**src/hdl/xalu_pkg.sv**
```systemverilog
package xalu_pkg;

    typedef enum logic [3:0] {
        CMD_MOV,
        CMD_SEXT32,
        CMD_ADD,
        CMD_SUB,
        CMD_CMP,
        CMD_CMOVNZ,
        CMD_AND,
        CMD_OR,
        CMD_XOR,
        CMD_NOT,
        CMD_IMUL_WIDE,
        CMD_IMUL,
        CMD_SHL,
        CMD_SHR,
        CMD_ROL,
        CMD_TEST_INC
    } cmd_t;

    typedef enum logic [1:0] {
        WIDTH_8,
        WIDTH_16,
        WIDTH_32,
        WIDTH_64
    } width_t;

    // Bit positions inside the kept flag word.
    localparam int FLAG_Z = 0;
    localparam int FLAG_S = 1;
    localparam int FLAG_C = 2;
    localparam int FLAG_O = 3;

    localparam logic [5:0] COUNT_MASK_WIDE   = 6'd63;
    localparam logic [5:0] COUNT_MASK_NARROW = 6'd31;

    typedef logic signed [65:0] pprod_t;

    // Everything the back half needs from the front half of one item.
    typedef struct packed {
        cmd_t        cmd;
        width_t      wcode;
        logic [63:0] res_lo;
        logic [63:0] alt_lo;
        logic        wb;
        logic [3:0]  fl_mask;
        logic [3:0]  fl_val;
        pprod_t      pp_ll;
        pprod_t      pp_lh;
        pprod_t      pp_hl;
        pprod_t      pp_hh;
    } mid_t;

    typedef struct packed {
        logic [63:0] lo;
        logic [63:0] hi;
        logic        wb;
        logic [3:0]  flags;
    } res_t;

    function automatic logic [63:0] width_mask(width_t w);
        logic [63:0] m;
        unique case (w)
            WIDTH_8:  m = 64'h0000_0000_0000_00FF;
            WIDTH_16: m = 64'h0000_0000_0000_FFFF;
            WIDTH_32: m = 64'h0000_0000_FFFF_FFFF;
            WIDTH_64: m = 64'hFFFF_FFFF_FFFF_FFFF;
        endcase
        return m;
    endfunction

    function automatic logic [6:0] width_bits(width_t w);
        logic [6:0] n;
        unique case (w)
            WIDTH_8:  n = 7'd8;
            WIDTH_16: n = 7'd16;
            WIDTH_32: n = 7'd32;
            WIDTH_64: n = 7'd64;
        endcase
        return n;
    endfunction

    function automatic logic top_bit(logic [63:0] v, width_t w);
        logic t;
        unique case (w)
            WIDTH_8:  t = v[7];
            WIDTH_16: t = v[15];
            WIDTH_32: t = v[31];
            WIDTH_64: t = v[63];
        endcase
        return t;
    endfunction

    function automatic logic [63:0] sign_ext(logic [63:0] v, width_t w);
        logic [63:0] r;
        unique case (w)
            WIDTH_8:  r = {{56{v[7]}}, v[7:0]};
            WIDTH_16: r = {{48{v[15]}}, v[15:0]};
            WIDTH_32: r = {{32{v[31]}}, v[31:0]};
            WIDTH_64: r = v;
        endcase
        return r;
    endfunction

endpackage

```
**src/hdl/xalu_back.sv**
```systemverilog
module xalu_back
    import xalu_pkg::*;
(
    input  mid_t        mid,
    input  logic [3:0]  flags_in,
    output res_t        res
);

    logic [63:0]  mask;
    logic [127:0] prod;
    logic [63:0]  prod_hi;

    assign mask = width_mask(mid.wcode);

    assign prod = {{62{mid.pp_ll[65]}}, mid.pp_ll}
                + ({{62{mid.pp_lh[65]}}, mid.pp_lh} << 32)
                + ({{62{mid.pp_hl[65]}}, mid.pp_hl} << 32)
                + ({{62{mid.pp_hh[65]}}, mid.pp_hh} << 64);

    // The upper half of the product starts right above the operand width.
    always_comb
    begin
        unique case (mid.wcode)
            WIDTH_8:  prod_hi = {56'd0, prod[15:8]};
            WIDTH_16: prod_hi = {48'd0, prod[31:16]};
            WIDTH_32: prod_hi = {32'd0, prod[63:32]};
            WIDTH_64: prod_hi = prod[127:64];
        endcase
    end

    always_comb
    begin
        res.hi    = '0;
        res.wb    = mid.wb;
        res.flags = (flags_in & ~mid.fl_mask) | (mid.fl_val & mid.fl_mask);

        unique case (mid.cmd)
            CMD_IMUL_WIDE:
            begin
                res.lo = prod[63:0] & mask;
                res.hi = prod_hi;
            end
            CMD_IMUL:   res.lo = prod[63:0] & mask;
            // A set ZF keeps the destination, a clear one moves the source.
            CMD_CMOVNZ: res.lo = flags_in[FLAG_Z] ? mid.res_lo : mid.alt_lo;
            default:    res.lo = mid.res_lo;
        endcase
    end

endmodule

```
**config.mk**
```make
export PLATFORM = sky130hd
export DESIGN_NAME = xalu_back
export DESIGN_NICKNAME = d
export VERILOG_FILES = /design/src/hdl/xalu_pkg.sv /design/src/hdl/xalu_back.sv
export SDC_FILE = /design/constraint.sdc
export NUM_CORES = 1
export LEC_CHECK = 0
export BUFFER_PORTS_ARGS = -buffer_cell sky130_fd_sc_hd__buf_4
export CORE_AREA = 2 2 210 212
export DETAILED_ROUTE_END_ITERATION = 7
export DIE_AREA = 0 0 212 214
export SLEW_MARGIN = 20
export SYNTH_ARGS = -nofsm -noshare
export SYNTH_HDL_FRONTEND = slang
export SYNTH_SLANG_ARGS = --single-unit
```
**constraint.sdc**
```tcl
create_clock -name vclk -period 9.9
set_input_delay 0.495 -clock vclk [all_inputs]
set_output_delay 0.495 -clock vclk [all_outputs]
set_load 0.01 [all_outputs]
```
# After elaboration in Yosys (flattened, before gate mapping)
# Cells that the tools add are included.
# Widths: inputs -> output; s select.
[word_totals]
reg_bits = 0
in_bits = 411
output_inout_bits = 133
wordCells = 21
[op_classes]
n_addsub = 3
eq_ne = 6
n_mux = 5
bitwise = 5
n_reduce_logical = 2
[ops]
columns = ["cell", "count"]
rows = [
  ["$pmux 64 s4", 2],
  ["$add 128x128->128", 1],
  ["$mux 64", 2],
  ["$pmux 64 s2", 1],
  ["$add 99x98->100", 1],
  ["$add 66x98->99", 1],
  ["$and 64x64->64", 1],
  ["$and 4x4->4", 2],
  ["$eq 4x4->1 const B", 2],
  ["$eq 2x2->1 const B", 2],
  ["$eq 4x3->1 const B", 1],
  ["$not 4->4", 1],
  ["$or 4x4->4", 1],
  ["$eq 2x1->1 const B", 1],
  ["$logic_not 2->1", 1],
  ["$reduce_or 2->1", 1],
]

# Longest topological paths before layout
# Gate-level depths: netlist (run 1).
[depth]
depth_word = 5
ltp_mapped = 27

# Worst setup path before layout (run 1)
# Ideal clock, no wire load.
[synth_path]
kind = "input port to output port"
from = "input mid[67] (netlist name)"
to = "output res[65] (netlist name)"
t_arrival_ns = 7.124
required_ns = 9.405
slack_ns = 2.281
cell_stages = 22
n_path_buf = 0
cell_sequence = "fa_1 -> ha_1 -> fa_1 -> a211oi_1 -> o21ai_1 -> a31oi_2 -> o211ai_2 -> a211o_1 -> a21oi_2 -> o31ai_1 -> a41oi_1 -> ha_1 -> a21oi_1 -> o21ai_0 -> a32oi_1 -> a21o_1 -> a21oi_1 -> o211ai_1 -> a21oi_1 -> or4_1 -> xnor2_1 -> nor2_1"
[synth_rtl]
columns = ["item", "line_no", "text"]
rows = [
  ["from (decl)", "xalu_back.sv:4", "input mid_t mid,"],
  ["to (decl)", "xalu_back.sv:6", "output res_t res"],
]

==> run summary, run 1 <==
Slew margin rel. - 37.8%
Syn Inst Count - 1493
DIE HEIGHT - 214 µm
Top cells by area, synth - ha_1 (16%), fa_1 (13%), a21oi_1 (8.8%), nor2_1 (6.1%), xnor2_1 (5.5%)
Final wirelength - 53500 µm
Vias in the first global route - 13100
IO Pins - 544
# Max-Cap Violations - 0
Cts repair resizes - 0
Synth area leader - ha_1
Total gr overflow - 0
Pwr Density - 170 mW/mm²
Crit path max-delay cell type - fa_1
Sequential cell area - 0 µm²
Setup Buffers After CTS - 0
Detail Route Antenna Nets - 0
# setup viols final - 0
Synth Area in Compound Gates - 34.9%
1st-iter DRT viols - 817
Share of cells above drive strength 1 - 29.4%
Worst vdd ir - 0.0648 mV
RSZ-0062 raised after global routing - false
Combinational family with the most area after synthesis - compound AO/OA/AOI/OAI gates
Sum Neg Setup Slack - 0 ns
Mux cell area share after synthesis - 1.54%
Layout fillers - 4563
Total Nets Final - 2589
DR DRC count - 0
Endpoint required time on the critical path - 9.41 ns
Multi-input combinational cell area - 0.0102 mm²
Post-Syn Nets - 2110
Top cell type's share of synthesized area - 16.3%
Tightest Hold Check Type - input port to primary output
Netlist cell types - 75
Vias per inst - 5.19
Leak Pwr - 7.20 nW
Seq cells - 0
Initial antenna violation count - 2
Seq/Total Area, Yosys - 0%
Worst Tran Pin Value - 0.934 ns
Crit path capture type - primary output
Adder-Cell Fraction of Synth Area - 29.1%
Cell row count - 76
CP arrival - 7.64 ns
Hold Fails Final Rpt - 0
Post-synthesis simple-gate area fraction - 20.5%
Initial Util - 24.7%
CLK BUF - 0
Area delta synth->final - 43.3%
Final core utilization - 35.4%
Die width - 212 µm
Core area - 0.0429 mm²
DP Wirelength - 47400 µm
DR pass1 iterations - 5
Crit Path Category - input port to primary output
Min cycle time layout - 8.14 ns
Synthesized cell area - 0.0106 mm²
Vias - 13300
Xor/xnor share of the synthesized area - 9.59%
Placed instance area - 0.0152 mm²
First-pass GRT wire length - 78100 µm
Worst setup SP type - input port
Final Instance Area - 0.0152 mm²
Post-detailed-route wirelength per cell - 20.9 µm
Pins Over Slew Limit - 0
Placed Instances - 2555
Total GRT Usage - 22.1%
Largest net degree at the start of global routing - 67
Hold Buf Count CTS - 0
Mean area per synthesized cell - 7.10 µm²
Status - complete, no violations
Number of port buffers - 540
CP peak stage delay - 0.47 ns
Finished Layout Cells - 2557
Crit Path Max Fanout - 5
Final GP Congestion - 0.915
Die footprint - 0.0454 mm²
Max frequency - 123 MHz
YS warnings - 0
Fin crit share - 82.2%
-- cell usage in the layout, fill, tap and decap left out, types with 24 or more instances in the layout --
| cell type | count |
|---|---|
| inv_1 | 46 |
| buf_4 | 546 |
| a21o_1 | 63 |
| a21oi_1 | 186 |
| xor2_1 | 49 |
| nor2_1 | 170 |
| ha_1 | 138 |
| o22ai_1 | 31 |
| xnor2_1 | 67 |
| nand4_1 | 24 |
| o21ai_0 | 79 |
| fa_1 | 68 |
| nand2_1 | 143 |
-- per-layer routing --
metal | up-vias | track usage [%] | wire length, µm
met3 | 60 | 1.92 | 2760
met1 | 6236 | 28.2 | 22900
li1 | 6489 | - | -
met4 | 0 | 6.88 | 1850
met2 | 489 | 39.2 | 26000
met5 | - | 0 | 0
-- cells in the mapped netlist (all sizes together), types with 5 or more instances --
cell,instances
inv,46
nand2b,11
nand3,23
mux2,6
o21bai,23
nor3,20
o21ai,86
a31oi,18
a41oi,8
xnor2,67
and2,18
nor2,171
o31ai,8
a22oi,15
nand2,145
clkbuf,54
or3,8
a221o,8
mux2i,5
a21boi,6
buf,15
a21oi,188
a211o,8
o211ai,11
a21o,63
nor2b,21
a32oi,11
and3,17
o22ai,31
xor2,49
nand4,24
ha,138
a222oi,16
a211oi,21
fa,68
o21a,20
-- layout make-up --
type               instances  area share, %
diodes                     2         0.0330
inverters                 47           1.16
multi-input cells       1377           67.0
repair buffers           546           27.0
well taps                585           4.82
-- path summary, 6_finish.rpt --
check	from	to	slack, ns	cells past startpoint
worst max-delay path	mid[67]	res[62]	1.76	28
worst min-delay path	mid[272]	res[4]	0.99	0
-- per-stage QoR --
stage | power, W | hold WS, ns | setup WS [ns]
final | 0.00259 | 0.990 | 1.76
after global routing | 0.00285 | 0.990 | 1.28
after CTS | 0.00259 | 0.990 | 1.80
after detailed placement | 0.00257 | 0.990 | 1.86
after global placement | 0.00256 | 0.990 | 1.90
after floorplan | 0.00173 | 1.08 | 2.28
-- kinds of logic (layout without fill, tap and decap cells) --
kind of cell / after synthesis / count (layout)
mux: 13 / 13
other cells: 0 / 2
simple gates: 477 / 477
fa+ha+maj: 206 / 206
xor+xnor: 116 / 116
buf+inv: 116 / 593
compound gates: 565 / 565
-- critical path: cells and delay by family --
| family | cells | cell delay (ns) |
|---|---|---|
| fa+ha+maj | 4 | 1.46 |
| buf+inv | 2 | 0.29 |
| simple gates | 4 | 0.84 |
| xor+xnor | 1 | 0.17 |
| mux | 1 | 0.11 |
| compound gates | 16 | 4.26 |
-- where the power goes --
group | leakage [nW] | switching [W] | internal [W] | total [W]
Sequential | 0 | 0 | 0 | 0
Combinational | 7.20 | 0.00156 | 0.00103 | 0.00259
Clock | 0.0000127 | 0 | 0.0000000000272 | 0.0000000000272
Total | 7.20 | 0.00156 | 0.00103 | 0.00259
No activity file was read; power rests on OpenSTA's default activity.
==> inputs of run 2 (changes only) <==
Settings changed: ABC_AREA set to 1, CORE_AREA 2 2 210 212 to 2 2 212 214, DIE_AREA 0 0 212 214 to 0 0 214 216.
Clock period 9.9 ns to 7.5 ns, I/O delays scaled along.
==> run 2 against run 1 <==
  * Critical path type unchanged
  * Via count increased by 34%
  * Count of clock-buffer cells in the layout unchanged
  * Routed wire length increased by 34%
  * Critical endpoint is now res[52]
  * Sequential cell count unchanged
  * Worst hold slack got worse by 0.24 ns
  * Critical path depth decreased by 2
  * Global-route usage increased by 7.3 points
==> run summary, run 2 <==
Status - complete, no violations
Share of cells above drive strength 1 - 23.1%
CP delay by family, top - simple AND/OR/NAND/NOR gates
Min cycle time layout - 5.99 ns
Vias - 17700
Top cell type's share of synthesized area - 14.5%
Synth top cells by count - nand2_1 (498), nor2_1 (300), inv_1 (258)
Worst vdd ir - 0.0738 mV
Total Nets Final - 3390
Final wirelength - 71500 µm
Total GRT Usage - 29.4%
Worst Tran Pin Value - 0.773 ns
Vias per inst - 5.28
Pins Over Slew Limit - 0
1st-iter DRT viols - 1454
DR DRC count - 0
Mean area per synthesized cell - 5.70 µm²
Post-detailed-route wirelength per cell - 21.3 µm
CLK BUF - 0
Buf+Inv Stages, Crit Path - 4
Die width - 214 µm
Leak Pwr - 8.44 nW
Critical Path Stages - 26
# setup viols final - 0
Largest net degree at the start of global routing - 57
YS warnings - 0
Vias in the first global route - 17500
Number of port buffers - 540
Endpoint required time on the critical path - 7.12 ns
Most common cell after layout, fill and taps aside - buf_4
Netlist cell types - 55
Commonest non-fill, non-tap cells in the layout - buf_4 (551), nand2_1 (498), nor2_1 (299)
Sequential cell area - 0 µm²
DP Wirelength - 64500 µm
RSZ-0062 raised after global routing - false
Pwr Density - 200 mW/mm²
Total gr overflow - 0
Synth area leader - nand2_1
CP arrival - 5.62 ns
Detail Route Antenna Nets - 0
Cell row count - 77
Setup Buffers After CTS - 0
ANT cells - 0
Seq/Total Area, Yosys - 0%
CP most frequent cell - nand2_1
Seq cells - 0
Synthesized cell area - 0.0129 mm²
Die footprint - 0.0462 mm²
Pwr Total - 0.00352 W
Hold Buf Count CTS - 0
Final GP Congestion - 1.01
Sum Neg Setup Slack - 0 ns
First-pass GRT wire length - 105000 µm
DR pass1 iterations - 5
Worst setup SP type - input port
Layout fillers - 4924
Top cells by area, synth - nand2_1 (14%), ha_1 (13%), fa_1 (11%), a21oi_1 (9.5%), nand3_1 (9.0%)
Crit Path Category - input port to primary output
Crit Path Max Fanout - 36
DIE HEIGHT - 216 µm
Tightest Hold Check Type - input port to primary output
CP peak stage delay - 0.51 ns
Max frequency - 167 MHz
Syn Inst Count - 2264
IO Pins - 544
Hold Path Depth - 0
Hold Fails Final Rpt - 0
Slew margin rel. - 47.9%
# Max-Cap Violations - 0
Post-Syn Nets - 2881
Crit path capture type - primary output
Crit path max-delay cell type - fa_1
Cts repair resizes - 0
Core area - 0.0438 mm²
Area delta synth->final - 36.3%
Fin crit share - 79.9%
Initial antenna violation count - 0
Initial Util - 29.5%
Top-count cell post-synth - nand2_1
-- run 2: per-stage QoR --
stage                     utilization (%)  instances  cell area, µm²  worst slack [ns]  hold WS [ns]
final                                40.2       3363           17600              1.51         0.750
after global placement               40.2       3363           17600              1.59         0.750
after detailed placement             40.2       3363           17600              1.56         0.750
after floorplan                         -       2264           12900              2.51         0.842
after CTS                            40.2       3363           17600              1.54         0.750
after global routing                 40.2       3363           17600              1.10         0.750
-- run 2: per-layer routing --
| metal | GRT usage (%) | up-vias | share of wire [%] |
|---|---|---|---|
| met5 | 0 | - | 0 |
| met4 | 6.74 | 0 | 2.6 |
| met3 | 2.62 | 65 | 5.5 |
| met2 | 53.7 | 727 | 49 |
| met1 | 37.3 | 8312 | 43 |
| li1 | - | 8643 | - |
-- run 2: power breakdown --
| part | internal, W | switching, W |
|---|---|---|
| clock network | 0 | 0 |
| logic | 0.00119 | 0.00234 |
| registers | 0 | 0 |
-- run 2: layout make-up --
type                       instances  area (µm²)  area share (%)
multi-input combinational       1953       11700            66.6
timing repair buffer             551        4140            23.5
tap                              592         741            4.21
inverter                         267        1000            5.69
-- run 2: final timing paths --
kind	startpoint	endpoint
min	mid[272]	res[4]
max	mid[263]	res[52]
-- run 2: kinds of logic after synthesis --
family	Yosys count	synth area share, %
compound gates	542	24.3
xor+xnor	63	4.27
fa+ha+maj	206	23.9
buf+inv	311	9.21
mux	3	0.262
simple gates	1139	38.0
